<file path="config.mk">
export PLATFORM = sky130hd
export DESIGN_NAME = address_region_table
export DESIGN_NICKNAME = d
export VERILOG_FILES = /design/src/design/art_pkg.sv /design/src/design/art_mem.sv /design/src/design/art_cmp.sv /design/src/design/art_ctrl.sv /design/src/design/address_region_table.sv
export SDC_FILE = /design/constraint.sdc
export NUM_CORES = 2
export LEC_CHECK = 0
export BUFFER_PORTS_ARGS = -buffer_cell sky130_fd_sc_hd__buf_2
export CORE_ASPECT_RATIO = 1.5
export CORE_MARGIN = 10
export CORE_UTILIZATION = 56
export CTS_BUF_LIST = sky130_fd_sc_hd__clkbuf_16
export CTS_CLUSTER_DIAMETER = 40
export DETAILED_ROUTE_END_ITERATION = 7
export HOLD_SLACK_MARGIN = 0.03
export MAX_ROUTING_LAYER = met4
export PLACE_DENSITY = 0.74
export REMOVE_ABC_BUFFERS = 1
export SYNTH_ARGS = -nofsm -noshare
export SYNTH_HDL_FRONTEND = slang
export SYNTH_MEMORY_MAX_BITS = 65536
export SYNTH_SLANG_ARGS = --single-unit
</file>
<file path="constraint.sdc">
create_clock -name i_clk -period 13.8 [get_ports i_clk]
set_input_delay 0 -clock i_clk [delete_from_list [all_inputs] [get_ports i_clk]]
set_output_delay 0 -clock i_clk [all_outputs]
set_load 0.02 [all_outputs]
</file>
<file path="src/design/art_pkg.sv">
// address region table: shared types, widths and codes
// used by art_mem, art_cmp, art_ctrl and the address_region_table top level
`default_nettype none

package art_pkg;

    localparam int MAX_REGIONS = 64;
    localparam int ADDR_W      = 32;
    localparam int PAGE_SHIFT  = 12;
    localparam int IDX_W       = (MAX_REGIONS > 1) ? $clog2(MAX_REGIONS) : 1;
    localparam int CNT_W       = $clog2(MAX_REGIONS + 1);
    localparam int FLAG_W      = 3;
    localparam int CODE_W      = 2;
    localparam int COUNT_W     = 7;
    localparam int FAULT_W     = 32;

    localparam logic [ADDR_W-1:0] PAGE_MASK = ADDR_W'((64'd1 << PAGE_SHIFT) - 64'd1);
    localparam logic [CNT_W-1:0]  CNT_MAX   = CNT_W'(MAX_REGIONS);

    typedef enum logic [1:0] {
        CMD_INSERT = 2'd0,
        CMD_FIND   = 2'd1,
        CMD_FAULT  = 2'd2,
        CMD_CLEAR  = 2'd3
    } t_cmd;

    typedef enum logic [2:0] {
        ST_OK           = 3'd0,
        ST_NOT_FOUND    = 3'd1,
        ST_WRITE_DENIED = 3'd2,
        ST_READ_PRESENT = 3'd3,
        ST_READ_DENIED  = 3'd4,
        ST_OVERLAP      = 3'd5,
        ST_BAD_RANGE    = 3'd6,
        ST_FULL         = 3'd7
    } t_status;

    // fault code bits
    localparam int FC_WRITE = 1;
    localparam logic [CODE_W-1:0] FC_READ_PRESENT = 2'd1;

    // flag bits
    localparam int FL_READ  = 0;
    localparam int FL_WRITE = 1;
    localparam int FL_EXEC  = 2;

    typedef struct packed {
        logic [ADDR_W-1:0] base_addr;
        logic [ADDR_W-1:0] lim_addr;
        logic [FLAG_W-1:0] perm;
    } t_region;

    typedef struct packed {
        logic [ADDR_W-1:0] start_addr;
        logic [ADDR_W-1:0] end_addr;
        logic [FLAG_W-1:0] new_flags;
        logic [ADDR_W-1:0] lookup_addr;
        logic [CODE_W-1:0] fault_code;
    } t_req;

    typedef struct packed {
        logic             en;
        logic [IDX_W-1:0] addr;
    } t_mem_rd;

    typedef struct packed {
        logic             en;
        logic [IDX_W-1:0] addr;
        t_region          data;
    } t_mem_wr;

    typedef struct packed {
        logic ge_base;   // x >= base
        logic lt_lim;    // x < limit
        logic e_above;   // end operand > base
    } t_cmp;

    typedef struct packed {
        t_status            status;
        logic               found;
        logic [ADDR_W-1:0]  region_start;
        logic [ADDR_W-1:0]  region_end;
        logic [FLAG_W-1:0]  region_flags;
        logic [ADDR_W-1:0]  page_base;
        logic               grant_write;
        logic [COUNT_W-1:0] region_count;
        logic [FAULT_W-1:0] fault_total;
    } t_result;

endpackage

`default_nettype wire

</file>
<file path="src/design/art_mem.sv">
// region store: one write port, one read port with registered read data
// depends on art_pkg for the entry type and depth
`default_nettype none

module art_mem (
    input  wire logic             i_clk,
    input  wire art_pkg::t_mem_wr i_wr,
    input  wire art_pkg::t_mem_rd i_rd,
    output art_pkg::t_region      o_q
);
    import art_pkg::*;

    t_region r_mem [MAX_REGIONS];
    t_region r_q;

    always_ff @(posedge i_clk) begin
        if (i_wr.en) begin
            r_mem[i_wr.addr] <= i_wr.data;
        end
        if (i_rd.en) begin
            r_q <= r_mem[i_rd.addr];
        end
    end

    assign o_q = r_q;

endmodule

`default_nettype wire

</file>
<file path="src/design/art_cmp.sv">
// shared address compare unit, used for range checks, lookup and insert scan
// depends on art_pkg
`default_nettype none

module art_cmp (
    input  wire logic [art_pkg::ADDR_W-1:0] i_x,
    input  wire logic [art_pkg::ADDR_W-1:0] i_e,
    input  wire art_pkg::t_region           i_ent,
    output art_pkg::t_cmp                   o_cmp
);
    import art_pkg::*;

    assign o_cmp.ge_base = (i_x >= i_ent.base_addr);
    assign o_cmp.lt_lim  = (i_x <  i_ent.lim_addr);
    assign o_cmp.e_above = (i_e >  i_ent.base_addr);

endmodule

`default_nettype wire

</file>
<file path="src/design/art_ctrl.sv">
// sequencer: insert scan and shift, lookup walk, recent-region cache, counters
// depends on art_pkg; drives art_mem and art_cmp
`default_nettype none

module art_ctrl (
    input  wire logic                       i_clk,
    input  wire logic                       i_rst_n,
    input  wire logic                       i_start,
    input  wire art_pkg::t_cmd              i_cmd,
    input  wire art_pkg::t_req              i_req,
    output logic                            o_ready,
    output logic                            o_done,
    input  wire logic                       i_res_rdy,
    output art_pkg::t_result                o_res,
    output art_pkg::t_mem_rd                o_mem_rd,
    output art_pkg::t_mem_wr                o_mem_wr,
    input  wire art_pkg::t_region           i_mem_q,
    output logic [art_pkg::ADDR_W-1:0]      o_cmp_x,
    output logic [art_pkg::ADDR_W-1:0]      o_cmp_e,
    output art_pkg::t_region                o_cmp_ent,
    input  wire art_pkg::t_cmp              i_cmp
);
    import art_pkg::*;

    typedef enum logic [2:0] {
        S_IDLE,
        S_START,
        S_SCAN,
        S_SHIFT,
        S_DONE
    } t_state;

    t_state             r_state;
    t_cmd               r_cmd;
    t_req               r_req;
    logic [CNT_W-1:0]   r_idx;
    logic               r_pend;
    logic [IDX_W-1:0]   r_pidx;
    logic [CNT_W-1:0]   r_pos;
    logic               r_prev_ovl;
    logic [CNT_W-1:0]   r_count;
    logic [FAULT_W-1:0] r_faults;
    logic               r_cache_vld;
    t_region            r_cache;
    t_result            r_res;

    logic scan_issue;
    logic shift_issue;
    logic hit;

    function automatic t_result fn_code(input t_status st);
        t_result res;
        res        = '0;
        res.status = st;
        return res;
    endfunction

    function automatic t_result fn_hit(input t_cmd cmd, input logic [CODE_W-1:0] code,
                                       input logic [ADDR_W-1:0] addr, input t_region ent);
        t_result res;
        t_status st;
        res = '0;
        st  = ST_OK;
        if (cmd == CMD_FAULT) begin
            if (code[FC_WRITE]) begin
                if (!ent.perm[FL_WRITE]) begin
                    st = ST_WRITE_DENIED;
                end
            end else if (code == FC_READ_PRESENT) begin
                st = ST_READ_PRESENT;
            end else if (!(ent.perm[FL_READ] || ent.perm[FL_EXEC])) begin
                st = ST_READ_DENIED;
            end
            if (st == ST_OK) begin
                res.page_base   = addr & ~PAGE_MASK;
                res.grant_write = ent.perm[FL_WRITE];
            end
        end
        res.status       = st;
        res.found        = 1'b1;
        res.region_start = ent.base_addr;
        res.region_end   = ent.lim_addr;
        res.region_flags = ent.perm;
        return res;
    endfunction

    assign hit         = i_cmp.ge_base && i_cmp.lt_lim;
    assign scan_issue  = (r_state == S_SCAN) && (r_idx < r_count);
    assign shift_issue = (r_state == S_SHIFT) && (r_idx > r_pos);
    assign o_ready     = (r_state == S_IDLE);
    assign o_done      = (r_state == S_DONE);

    always_comb begin
        o_cmp_x = (r_cmd == CMD_INSERT) ? r_req.start_addr : r_req.lookup_addr;
        o_cmp_e = r_req.end_addr;
        if (r_state == S_START) begin
            if (r_cmd == CMD_INSERT) begin
                // start >= end check goes through the same compare
                o_cmp_ent = '{base_addr: r_req.end_addr, lim_addr: '0, perm: '0};
            end else begin
                o_cmp_ent = r_cache;
            end
        end else begin
            o_cmp_ent = i_mem_q;
        end
    end

    always_comb begin
        o_mem_rd.en   = scan_issue || shift_issue;
        o_mem_rd.addr = scan_issue ? r_idx[IDX_W-1:0] : IDX_W'(r_idx - CNT_W'(1));
        o_mem_wr      = '0;
        if (r_state == S_SHIFT) begin
            if (r_pend) begin
                o_mem_wr.en   = 1'b1;
                o_mem_wr.addr = r_pidx + IDX_W'(1);
                o_mem_wr.data = i_mem_q;
            end else if (r_idx == r_pos) begin
                o_mem_wr.en   = 1'b1;
                o_mem_wr.addr = r_pos[IDX_W-1:0];
                o_mem_wr.data = '{base_addr: r_req.start_addr, lim_addr: r_req.end_addr,
                                  perm: r_req.new_flags};
            end
        end
    end

    always_comb begin
        o_res              = r_res;
        o_res.region_count = COUNT_W'(r_count);
        o_res.fault_total  = r_faults;
    end

    always_ff @(posedge i_clk) begin
        if (!i_rst_n) begin
            r_state     <= S_IDLE;
            r_pend      <= 1'b0;
            r_count     <= '0;
            r_faults    <= '0;
            r_cache_vld <= 1'b0;
            r_cache     <= '0;
        end else begin
            case (r_state)
                S_IDLE: begin
                    if (i_start) begin
                        r_cmd   <= i_cmd;
                        r_req   <= i_req;
                        r_state <= S_START;
                    end
                end
                S_START: begin
                    r_idx      <= '0;
                    r_pend     <= 1'b0;
                    r_prev_ovl <= 1'b0;
                    case (r_cmd)
                        CMD_CLEAR: begin
                            r_count     <= '0;
                            r_cache_vld <= 1'b0;
                            r_cache     <= '0;
                            r_res       <= fn_code(ST_OK);
                            r_state     <= S_DONE;
                        end
                        CMD_INSERT: begin
                            if (i_cmp.ge_base) begin
                                r_res   <= fn_code(ST_BAD_RANGE);
                                r_state <= S_DONE;
                            end else if (r_count == CNT_MAX) begin
                                r_res   <= fn_code(ST_FULL);
                                r_state <= S_DONE;
                            end else begin
                                r_state <= S_SCAN;
                            end
                        end
                        default: begin
                            if (r_cmd == CMD_FAULT) begin
                                r_faults <= r_faults + FAULT_W'(1);
                            end
                            if (r_cache_vld && hit) begin
                                r_res   <= fn_hit(r_cmd, r_req.fault_code,
                                                  r_req.lookup_addr, r_cache);
                                r_state <= S_DONE;
                            end else begin
                                r_state <= S_SCAN;
                            end
                        end
                    endcase
                end
                S_SCAN: begin
                    r_idx  <= r_idx + CNT_W'(scan_issue);
                    r_pend <= scan_issue;
                    r_pidx <= r_idx[IDX_W-1:0];
                    if (r_cmd == CMD_INSERT) begin
                        if (r_pend && !i_cmp.ge_base) begin
                            // first entry starting above the new start
                            if (r_prev_ovl || i_cmp.e_above) begin
                                r_res   <= fn_code(ST_OVERLAP);
                                r_state <= S_DONE;
                            end else begin
                                r_pos   <= CNT_W'(r_pidx);
                                r_idx   <= r_count;
                                r_pend  <= 1'b0;
                                r_state <= S_SHIFT;
                            end
                        end else if (r_pend) begin
                            r_prev_ovl <= i_cmp.lt_lim;
                        end else if (!scan_issue) begin
                            if (r_prev_ovl) begin
                                r_res   <= fn_code(ST_OVERLAP);
                                r_state <= S_DONE;
                            end else begin
                                r_pos   <= r_count;
                                r_idx   <= r_count;
                                r_state <= S_SHIFT;
                            end
                        end
                    end else begin
                        if (r_pend && hit) begin
                            r_cache_vld <= 1'b1;
                            r_cache     <= i_mem_q;
                            r_res       <= fn_hit(r_cmd, r_req.fault_code,
                                                  r_req.lookup_addr, i_mem_q);
                            r_state     <= S_DONE;
                        end else if (!r_pend && !scan_issue) begin
                            r_res   <= fn_code(ST_NOT_FOUND);
                            r_state <= S_DONE;
                        end
                    end
                end
                S_SHIFT: begin
                    r_pend <= shift_issue;
                    if (shift_issue) begin
                        r_idx  <= r_idx - CNT_W'(1);
                        r_pidx <= IDX_W'(r_idx - CNT_W'(1));
                    end
                    if (!r_pend && (r_idx == r_pos)) begin
                        r_count <= r_count + CNT_W'(1);
                        r_res   <= fn_code(ST_OK);
                        r_state <= S_DONE;
                    end
                end
                S_DONE: begin
                    r_pend <= 1'b0;
                    if (i_res_rdy) begin
                        r_state <= S_IDLE;
                    end
                end
                default: begin
                    r_state <= S_IDLE;
                end
            endcase
        end
    end

endmodule

`default_nettype wire

</file>
<file path="src/design/address_region_table.sv">
// Address region table: keeps up to 64 sorted, non-overlapping regions and a one-entry cache
// of the last region hit, and answers one result per command. Commands run one at a time:
// a find or fault check is answered from the cache on a hit; otherwise the table is walked,
// one entry per cycle through the single read port of the region
// store; an insert walks the table to find its place and then moves every later entry up
// one slot; clear empties the table and the cache. A finished result waits in the output
// register, which frees the sequencer to return to idle.
// Depends on art_pkg, art_mem, art_cmp and art_ctrl.
`default_nettype none

module address_region_table (
    input  wire logic         i_clk,
    input  wire logic         i_rst_n,
    input  wire logic         i_s_tvalid,
    output logic              o_s_tready,
    // start_addr[31:0], end_addr[63:32], new_flags[66:64], lookup_addr[98:67],
    // fault_code[100:99], zero[103:101]
    input  wire logic [103:0] i_s_tdata,
    // command[1:0]
    input  wire logic [1:0]   i_s_tuser,
    output logic              o_m_tvalid,
    input  wire logic         i_m_tready,
    // region_start[31:0], region_end[63:32], region_flags[66:64], page_base[98:67],
    // grant_write[99], region_count[106:100], fault_total[138:107], zero[143:139]
    output logic [143:0]      o_m_tdata,
    // status[2:0], found[3]
    output logic [3:0]        o_m_tuser
);
    import art_pkg::*;

    t_req      req;
    t_cmd      cmd;
    t_mem_rd   mem_rd;
    t_mem_wr   mem_wr;
    t_region   mem_q;
    logic [ADDR_W-1:0] cmp_x;
    logic [ADDR_W-1:0] cmp_e;
    t_region   cmp_ent;
    t_cmp      cmp_res;
    logic      ctrl_ready;
    logic      ctrl_done;
    logic      res_rdy;
    t_result   ctrl_res;
    logic      in_xfer;

    logic      r_out_vld;
    t_result   r_out;

    assign req.start_addr  = i_s_tdata[31:0];
    assign req.end_addr    = i_s_tdata[63:32];
    assign req.new_flags   = i_s_tdata[66:64];
    assign req.lookup_addr = i_s_tdata[98:67];
    assign req.fault_code  = i_s_tdata[100:99];
    assign cmd             = t_cmd'(i_s_tuser);

    assign o_s_tready = ctrl_ready;
    assign in_xfer    = i_s_tvalid && ctrl_ready;
    assign res_rdy    = !r_out_vld || i_m_tready;

    art_mem u_mem (
        .i_clk (i_clk),
        .i_wr  (mem_wr),
        .i_rd  (mem_rd),
        .o_q   (mem_q)
    );

    art_cmp u_cmp (
        .i_x   (cmp_x),
        .i_e   (cmp_e),
        .i_ent (cmp_ent),
        .o_cmp (cmp_res)
    );

    art_ctrl u_ctrl (
        .i_clk     (i_clk),
        .i_rst_n   (i_rst_n),
        .i_start   (in_xfer),
        .i_cmd     (cmd),
        .i_req     (req),
        .o_ready   (ctrl_ready),
        .o_done    (ctrl_done),
        .i_res_rdy (res_rdy),
        .o_res     (ctrl_res),
        .o_mem_rd  (mem_rd),
        .o_mem_wr  (mem_wr),
        .i_mem_q   (mem_q),
        .o_cmp_x   (cmp_x),
        .o_cmp_e   (cmp_e),
        .o_cmp_ent (cmp_ent),
        .i_cmp     (cmp_res)
    );

    // output register between the sequencer and the result stream
    always_ff @(posedge i_clk) begin
        if (!i_rst_n) begin
            r_out_vld <= 1'b0;
        end else if (ctrl_done && res_rdy) begin
            r_out_vld <= 1'b1;
            r_out     <= ctrl_res;
        end else if (i_m_tready) begin
            r_out_vld <= 1'b0;
        end
    end

    assign o_m_tvalid = r_out_vld;
    assign o_m_tuser  = {r_out.found, r_out.status};
    assign o_m_tdata  = {5'd0, r_out.fault_total, r_out.region_count, r_out.grant_write,
                         r_out.page_base, r_out.region_flags, r_out.region_end,
                         r_out.region_start};

`ifndef SYNTHESIS
    a_count_bound: assert property (@(posedge i_clk) disable iff (!i_rst_n)
        r_out_vld |-> (r_out.region_count <= COUNT_W'(MAX_REGIONS)))
        else $error("region count beyond table depth");

    a_busy_after_accept: assert property (@(posedge i_clk) disable iff (!i_rst_n)
        in_xfer |=> !o_s_tready)
        else $error("input taken while an item is in progress");

    a_idle_not_done: assert property (@(posedge i_clk) disable iff (!i_rst_n)
        !(ctrl_ready && ctrl_done))
        else $error("sequencer idle and done together");

    a_miss_zero: assert property (@(posedge i_clk) disable iff (!i_rst_n)
        (r_out_vld && !r_out.found) |->
            (r_out.region_start == '0 && r_out.region_end == '0 && r_out.page_base == '0))
        else $error("region fields set without a hit");
`endif

endmodule

`default_nettype wire
</file>
# ---- Yosys cells after proc, flatten, opt, wreduce, memory -nomap -nowiden
# Memories as Yosys holds them, arrays and structs flattened. A register that Yosys moved wholly into a read port is not among the register bits.
# Index checks and enable logic that the tools add are counted.
dict set report word_totals {
  rom_bits 0
  wordCells 218
  memories 1
  register_bits 483
  latchBits 0
  mem_bits_rw 4288
  inputBits 110
}
# memory words word_bits rd rd_clocked_by_memory_dff wr line
set memory_table {}
lappend memory_table {u_mem.r_mem 64 67 1 1 1 art_mem.sv:13} ;# t_region r_mem [MAX_REGIONS];
dict set report classes {
  shifts 0
  mux 99
  order_cmp 5
  add_sub_neg 5
  reduce_logical 42
  n_div 0
  n_bitwise 1
  eq_ne 30
  mul 0
}
# cell count
set op_table {}
lappend op_table {{2-to-1 mux 143 bit} 12}
lappend op_table {{one-hot mux 143 bit (3 select lines)} 1}
lappend op_table {{2-to-1 mux 67 bit} 5}
lappend op_table {{one-hot mux 143 bit (2 select lines)} 1}
lappend op_table {{2-to-1 mux 74 bit} 3}
lappend op_table {{one-hot mux 67 bit (2 select lines)} 1}
lappend op_table {{2-to-1 mux 33 bit} 4}
lappend op_table {{2-to-1 mux 7 bit} 14}
lappend op_table {{2-to-1 mux 3 bit} 32}
lappend op_table {{adder 32 x 1 -> 32 bit (second input constant)} 1}
lappend op_table {{greater-or-equal comparator 32 bit} 1}
lappend op_table {{> comparator 32 bit} 1}
lappend op_table {{< comparator 32 bit} 1}
lappend op_table {{2-to-1 mux 32 bit} 1}
lappend op_table {{one-hot mux 7 bit (3 select lines)} 1}
lappend op_table {{inequality test 2 bit (second input constant)} 10}
lappend op_table {{inequality test 4 bit (second input constant)} 4}
lappend op_table {{one-hot mux 3 bit (5 select lines)} 1}
lappend op_table {{AND reduction 3 bit} 5}
lappend op_table {{one-hot mux 7 bit (2 select lines)} 1}
lappend op_table {{2-to-1 mux 1 bit} 13}
lappend op_table {{2-to-1 mux 6 bit} 2}
lappend op_table {{inequality test 4 x 3 -> 1 bit (second input constant)} 3}
lappend op_table {{one-hot mux 6 bit (2 select lines)} 1}
lappend op_table {{other kinds (33)} 63}

# ---- Logic depth before layout (Yosys ltp)
dict set report logic_depth {
  word_depth 16
  mapped_depth 20
  mapped_depth_nobuf 15
}

# ---- Modules after synthesis
# A second synthesis with hierarchy kept.
dict set report unflattened {
  cells_unflattened 8844
  hier_area_um2 186659.0
}
# mod area_per_inst_um2 seq_area_each_um2 cells_each n_inst
set modules_own_cells {}
lappend modules_own_cells {art_mem 163815.9 130775.4 6817 1}
lappend modules_own_cells {art_ctrl 16155.5 8708.4 1576 1}
lappend modules_own_cells {address_region_table 4393.0 4314.1 155 1}
lappend modules_own_cells {art_cmp 2294.7 0.0 296 1}

# ---- Worst setup path after synthesis
# No wires, ideal clock.
dict set report synth_path {
  path_kind {flip-flop to flip-flop}
  startpoint {reg u_ctrl.r_cmd[0]}
  endpoint {reg u_ctrl.r_res (netlist bit u_ctrl.o_res[100]) (enable)}
  slack_ns -0.286
  setup_ns 0.768
  path_stages_with_launch 19
  arrival_time_ns 13.317
  required_time_ns 13.032
  path_cell_list {edfxtp_1 > inv_1 > ha_1 > buf_1 > clkbuf_1 > buf_1 > mux2i_1 > nand2_1 > o21ai_0 > ha_1 > a21o_1 > a21o_1 > a221o_1 > a221o_1 > nor3_1 > or4b_1 > a22oi_1 > o31ai_1 > nor4_1}
}
dict set report synth_via {
  elab_chain_cells 8
  elab_cells_between_ends 22
  classes_between {3 x order compare; 8 x eq/ne; 3 x mux; 8 x reduce/logical}
}
# item line
set synth_lines {}
lappend synth_lines {{start, declared} art_ctrl.sv:34} ;# t_cmd r_cmd;
lappend synth_lines {{start signal, assigned} art_ctrl.sv:144} ;# r_cmd <= i_cmd;
lappend synth_lines {{logical NOT 2 bit} n/a}
lappend synth_lines {{2-to-1 mux 67 bit} art_ctrl.sv:97} ;# if (r_cmd == CMD_INSERT) begin
lappend synth_lines {{2-to-1 mux 67 bit} art_ctrl.sv:96} ;# if (r_state == S_START) begin
lappend synth_lines {{greater-or-equal comparator 32 bit or < comparator 32 bit (tied branches)} {art_cmp.sv:13, art_cmp.sv:14}}
lappend synth_lines {{logical NOT 1 bit or logical AND 1 bit (tied branches)} {art_ctrl.sv:191, art_ctrl.sv:87}}
lappend synth_lines {{logical AND 1 bit, on equally long branches} {art_ctrl.sv:191, art_ctrl.sv:176, art_ctrl.sv:215}}
lappend synth_lines {{inequality test 4 bit (no source line) or inequality test 4 x 3 -> 1 bit (tied branches)} n/a}
lappend synth_lines {{AND reduction 10 bit (no source line) (*)} n/a}
lappend synth_lines {{end signal, assigned} art_ctrl.sv:194} ;# r_res <= fn_code(ST_OVERLAP);
lappend synth_lines {{end signal, assigned} art_ctrl.sv:206} ;# r_res <= fn_code(ST_OVERLAP);
lappend synth_lines {{end signal, assigned} art_ctrl.sv:218} ;# r_res <= fn_hit(r_cmd, r_req.fault_code,
lappend synth_lines {{end, declared} art_ctrl.sv:45} ;# t_result r_res;
# Every way passes the cells marked *; elsewhere a longest branch is shown, timed or not.
# A chain may end at the register's enable or synchronous reset.

# ---- Worst setup path in the final report
dict set report layout_path {
  startpoint {reg u_ctrl.r_cmd[0]}
  endpoint {reg u_ctrl.r_cache[41] in the netlist's numbering}
}
dict set report layout_via {
  elab_chain_cells 8
  elab_cells_between_ends 13
  classes_between {2 x order compare; 4 x eq/ne; 3 x mux; 4 x reduce/logical}
}
# item line
set layout_lines {}
lappend layout_lines {{logical NOT 2 bit} {art_ctrl.sv:94, art_ctrl.sv:97, art_ctrl.sv:190}}
lappend layout_lines {{2-to-1 mux 67 bit} art_ctrl.sv:97}
lappend layout_lines {{2-to-1 mux 67 bit} art_ctrl.sv:96}
lappend layout_lines {{greater-or-equal comparator 32 bit or < comparator 32 bit (tied branches)} {art_cmp.sv:13, art_cmp.sv:14}}
lappend layout_lines {{logical AND 1 bit} art_ctrl.sv:87} ;# assign hit = i_cmp.ge_base && i_cmp.lt_lim;
lappend layout_lines {{logical AND 1 bit} art_ctrl.sv:215} ;# if (r_pend && hit) begin
lappend layout_lines {{inequality test 2 bit (no source line)} n/a}
lappend layout_lines {{AND reduction 4 bit (no source line) (*)} n/a}
lappend layout_lines {{end signal, assigned} art_ctrl.sv:217} ;# r_cache <= i_mem_q;
lappend layout_lines {{end, declared} art_ctrl.sv:44} ;# t_region r_cache;
# Marked as above.

==> metrics.md <==
| Metric | Value |
|---|---|
| Cells after Synth | `10,400` |
| VDD IR-drop max | `106 µV` |
| Crit-path cells | `inv_1 > ha_4 > buf_4 > mux2_2 > ha_1 > a211oi_1 > nor2_1 > o31ai_1 > a31oi_1 > nor3_1 > o311ai_4 > nor2_4 > buf_4 > or2_4 > a21oi_1` |
| Min-Delay Endpoint | `u_ctrl.r_state[0]` |
| Worst path top cell family by delay | `compound AO/OA/AOI/OAI gates` |
| Gpl congestion | `0.942` |
| Tmin final | `8.11 ns` |
| Sequential share of the synthesized area | `77.0%` |
| Initial antenna violation count | `38` |
| Detailed Route WL | `585 mm` |
| Slew headroom | `4.10%` |
| Number of buffers created by CTS | `447` |
| Setup Total Neg Slack | `0 ns` |
| ANT nets after route | `0` |
| # DRC | `0` |
| Core Area | `332,000 µm²` |
| CTS tree | `done` |
| Clock Tree Root | `clkbuf_16` |
| Synth Area in XOR/XNOR | `0.179%` |
| Reg2reg path depth | `15` |
| Number of port buffers | `239` |
| Main synth FF type | `edfxtp_1` |
| Hold path start | `i_s_tvalid` |
| EDFF count, synth | `4,702` |
| Critical path type | `flip-flop to flip-flop` |
| IO Pins | `260` |
| Worst r2r dst | `u_ctrl.r_cache[41]` |
| Die area | `356,000 µm²` |
| RSZ-0062 raised after global routing | `no` |
| Total track usage | `32.9%` |
| Required time worst endpoint | `14.60 ns` |
| DR iter-0 viols | `18,700` |
| Critical Path Source Type | `flip-flop` |
| Chip Width | `491 µm` |
| Slowest cell delay on critical path | `1.02 ns` |
| Die span in y | `726 µm` |
| Final nets | `11,200` |
| Leak | `62.3 nW` |
| Max Slew Vio Count | `0` |
| Overall power | `29.6 mW` |
| Number of gates resized after cts | `0` |
| Post-synthesis compound-gate area fraction | `6.54%` |
| Synth warnings | `0` |
| Largest family of logic cells by synthesized area | `multiplexers` |
| Run status | `finished clean` |
| Final setup fails | `0` |
| Cell Area, Synth | `186,000 µm²` |
| Post-Layout Cell Count | `15,900` |
| Final Skew | `0.0763 ns` |
| Asr flop ratio synth | `0%` |
| Skew-Pair Late Insertion Delay | `1.02 ns` |
| Critical path peak fanout | `67` |
| Initial Util | `56.2%` |
| CTS HTree Levels | `5` |
| Max-cap viol count | `0` |
| Placed cell count | `14,800` |
| Vias in the first global route | `107,000` |
| Largest net degree at the start of global routing | `132` |
| Reg clk slew, reported paths | `0.06 ns` |
| Share of post-route cells with drive strength above 1 | `17.0%` |
| CP bufs+invs | `3` |
| Post-DP HPWL | `320 mm` |
| Layout Area Growth over Synthesis | `13.2%` |
| Layout fillers | `21,700` |
| Hold Path Class | `input port to flip-flop` |
| Vias | `109,000` |
| CP max-delay cell | `or2_4` |
| CTS Buffer Depth | `4` |
| Worst hold path stage count | `5` |
| Register-to-register setup slack | `5.69 ns` |
| Worst Tran Pin Value | `1.43 ns` |
| First-pass GRT wire length | `808 mm` |
| Peak Freq | `123 MHz` |
| Reg-to-Reg Start | `u_ctrl.r_cmd[0]` |
| Post-Synth Simple-Gate Area | `4.00%` |
| Synth unique cells | `81` |
| DR WL/cell | `36.9 µm` |
| WHS | `0.195 ns` |
| Clock sinks | `4,814` |
| Crit path capture type | `flip-flop` |
| Critical Path AT | `8.92 ns` |
| Grt ovf | `0` |
| Mux share of post-synthesis cell area | `9.83%` |
| # rows | `259` |
| Via density | `6.87` |
| Final core utilization | `63.6%` |
| Syn Area/Cell | `18.0 µm²` |
| TritonRoute pass-1 iters | `7` |
| P per Cell Area | `140 nW/µm²` |
| Adder-Cell Fraction of Synth Area | `0.798%` |
| Final period utilization | `58.8%` |
| Yosys reg bits | `4,814` |
| Final Hold Vio Count | `0` |
| Most Frequent Cell on Critical Path | `buf_4` |
==> what timing repair did <==
action	CTS	global route
setup buffers	0	0
endpoints found under the hold margin	197	0
hold buffers	211	0
==> per-layer routing <==
| layer | wire, µm | global-route usage, % | vias up | share of wire (%) |
|---|---|---|---|---|
| li1 | - | - | 42900 | - |
| met5 | 0 | - | - | 0 |
| met3 | 77900 | 8.36 | 2103 | 13 |
| met1 | 191000 | 40.0 | 54800 | 33 |
| met4 | 45900 | 20.2 | 0 | 7.8 |
| met2 | 271000 | 49.9 | 9201 | 46 |
==> cells by family (layout without fill, tap and decap cells) <==
| kind of cell | after synthesis | in the layout |
|---|---|---|
| buf+inv | 661 | 1664 |
| other cells | 1 | 53 |
| xor+xnor | 38 | 38 |
| flops | 4814 | 4814 |
| mux | 1152 | 1152 |
| simple gates | 1782 | 1782 |
| fa+ha+maj | 119 | 119 |
| compound gates | 1794 | 1794 |
==> final cells by class <==
| class | count | area [µm²] | area share (%) |
|---|---|---|---|
| flip-flops and latches | 4814 | 143000 | 68.0 |
| clock inverters | 370 | 3470 | 1.65 |
| repair buffers | 803 | 6260 | 2.97 |
| multi-input cells | 4902 | 40500 | 19.2 |
| diodes | 36 | 90.1 | 0.0427 |
| clock buffers | 454 | 11400 | 5.39 |
| inverters | 37 | 140 | 0.0665 |
| well taps | 4437 | 5550 | 2.63 |
==> per-stage QoR <==
| step | instance area (µm²) | setup slack [ns] |
|---|---|---|
| after global routing | 211000 | 5.74 |
| after detailed placement | 194000 | 6.13 |
| after CTS | 211000 | 6.12 |
| final | 211000 | 5.69 |
| after floorplan | 183000 | -27.85 |
| after global placement | 194000 | 6.21 |
==> synthesized netlist by cell type, types with 3 or more instances <==
cell type	number	area (µm²)
a211oi_1	3	22.5
a21o_1	19	143
a21oi_1	683	3420
a221o_1	4	40.0
a221oi_1	3	26.3
a22o_1	401	3510
a31oi_1	11	68.8
and3_1	37	231
and4_1	11	96.3
buf_1	34	128
buf_2	208	1040
buf_4	59	443
buf_6	5	56.3
clkbuf_1	318	1190
dfxtp_1	112	2240
edfxtp_1	4702	141000
ha_1	118	1480
inv_1	36	135
mux2_2	40	450
mux2i_1	575	5760
mux4_2	536	12100
nand2_1	1274	4780
nand2b_1	18	113
nand3_1	41	205
nand4_1	91	569
nand4b_1	3	26.3
nor2_1	213	800
nor2b_1	32	200
nor3_1	24	120
nor4_1	8	50.1
o211ai_1	5	37.5
o21a_1	10	75.1
o21ai_0	70	350
o21bai_1	3	22.5
o22ai_1	281	1760
o31ai_1	3	22.5
o32a_1	3	30.0
o32ai_1	3	26.3
o41ai_1	269	2360
or3_1	6	37.5
or4_1	8	60.1
xnor2_1	18	158
xor2_1	20	175
==> where the power goes <==
group          switching (mW)  internal (mW)  total [mW]  leakage [nW]
clock                    5.52           6.97        12.5          7.48
sequential             0.0530           15.8        15.9          34.2
combinational           0.799          0.426        1.23          20.6
==> state kept, by name, indices dropped and copies added (netlist names), 32 cells and up <==
register / count
u_ctrl.o_res: 92
u_ctrl.r_faults: 32
o_m_tdata: 127
u_ctrl.r_req: 69
u_mem.r_mem: 4288
u_ctrl.r_cache: 67
u_ctrl.o_cmp_e: 32
u_mem.o_q: 67
==> worst reg2reg max path: cells and delay by family, from the launching register on <==
kind	cells	cell delay (ns)
fa+ha+maj	2	1.22
mux	1	0.49
simple gates	4	1.96
buf+inv	3	1.78
compound gates	5	2.07
flops	1	0.41
==> worst max-delay path by stage <==
stage	start	to	slack (ns)	depth (start not counted)
after floorplan	u_ctrl.r_idx[2]	u_mem.o_q[65]	-27.85	11
after global placement	u_ctrl.r_cmd[0]	u_ctrl.o_res[66]	6.21	16
after detailed placement	u_ctrl.r_cmd[0]	u_ctrl.o_res[66]	6.13	17
after CTS	u_ctrl.r_cmd[0]	u_ctrl.o_res[82]	6.12	17
after global routing	u_ctrl.r_cmd[0]	u_ctrl.r_cache[53]	5.74	15
final	u_ctrl.r_cmd[0]	u_ctrl.r_cache[41]	5.69	15
==> placed cells by master, fill, tap and decap left out, types with 37 or more instances in the layout <==
| cell type | instances |
|---|---|
| inv_1 | 105 |
| mux2_2 | 39 |
| mux2i_1 | 575 |
| nand4_1 | 91 |
| buf_4 | 329 |
| edfxtp_1 | 4702 |
| clkbuf_16 | 454 |
| a21oi_1 | 683 |
| bufinv_16 | 50 |
| buf_2 | 239 |
| o22ai_1 | 277 |
| a22o_1 | 401 |
| clkinv_1 | 92 |
| o41ai_1 | 269 |
| o21ai_0 | 69 |
| ha_1 | 116 |
| clkinv_2 | 62 |
| dlygate4sd3_1 | 211 |
| nor2_4 | 69 |
| dfxtp_1 | 112 |
| nand3_1 | 41 |
| mux4_2 | 536 |
| nand2_1 | 1271 |
| nor2_1 | 145 |
| and3_1 | 37 |
(Power assumes the default switching activity.)
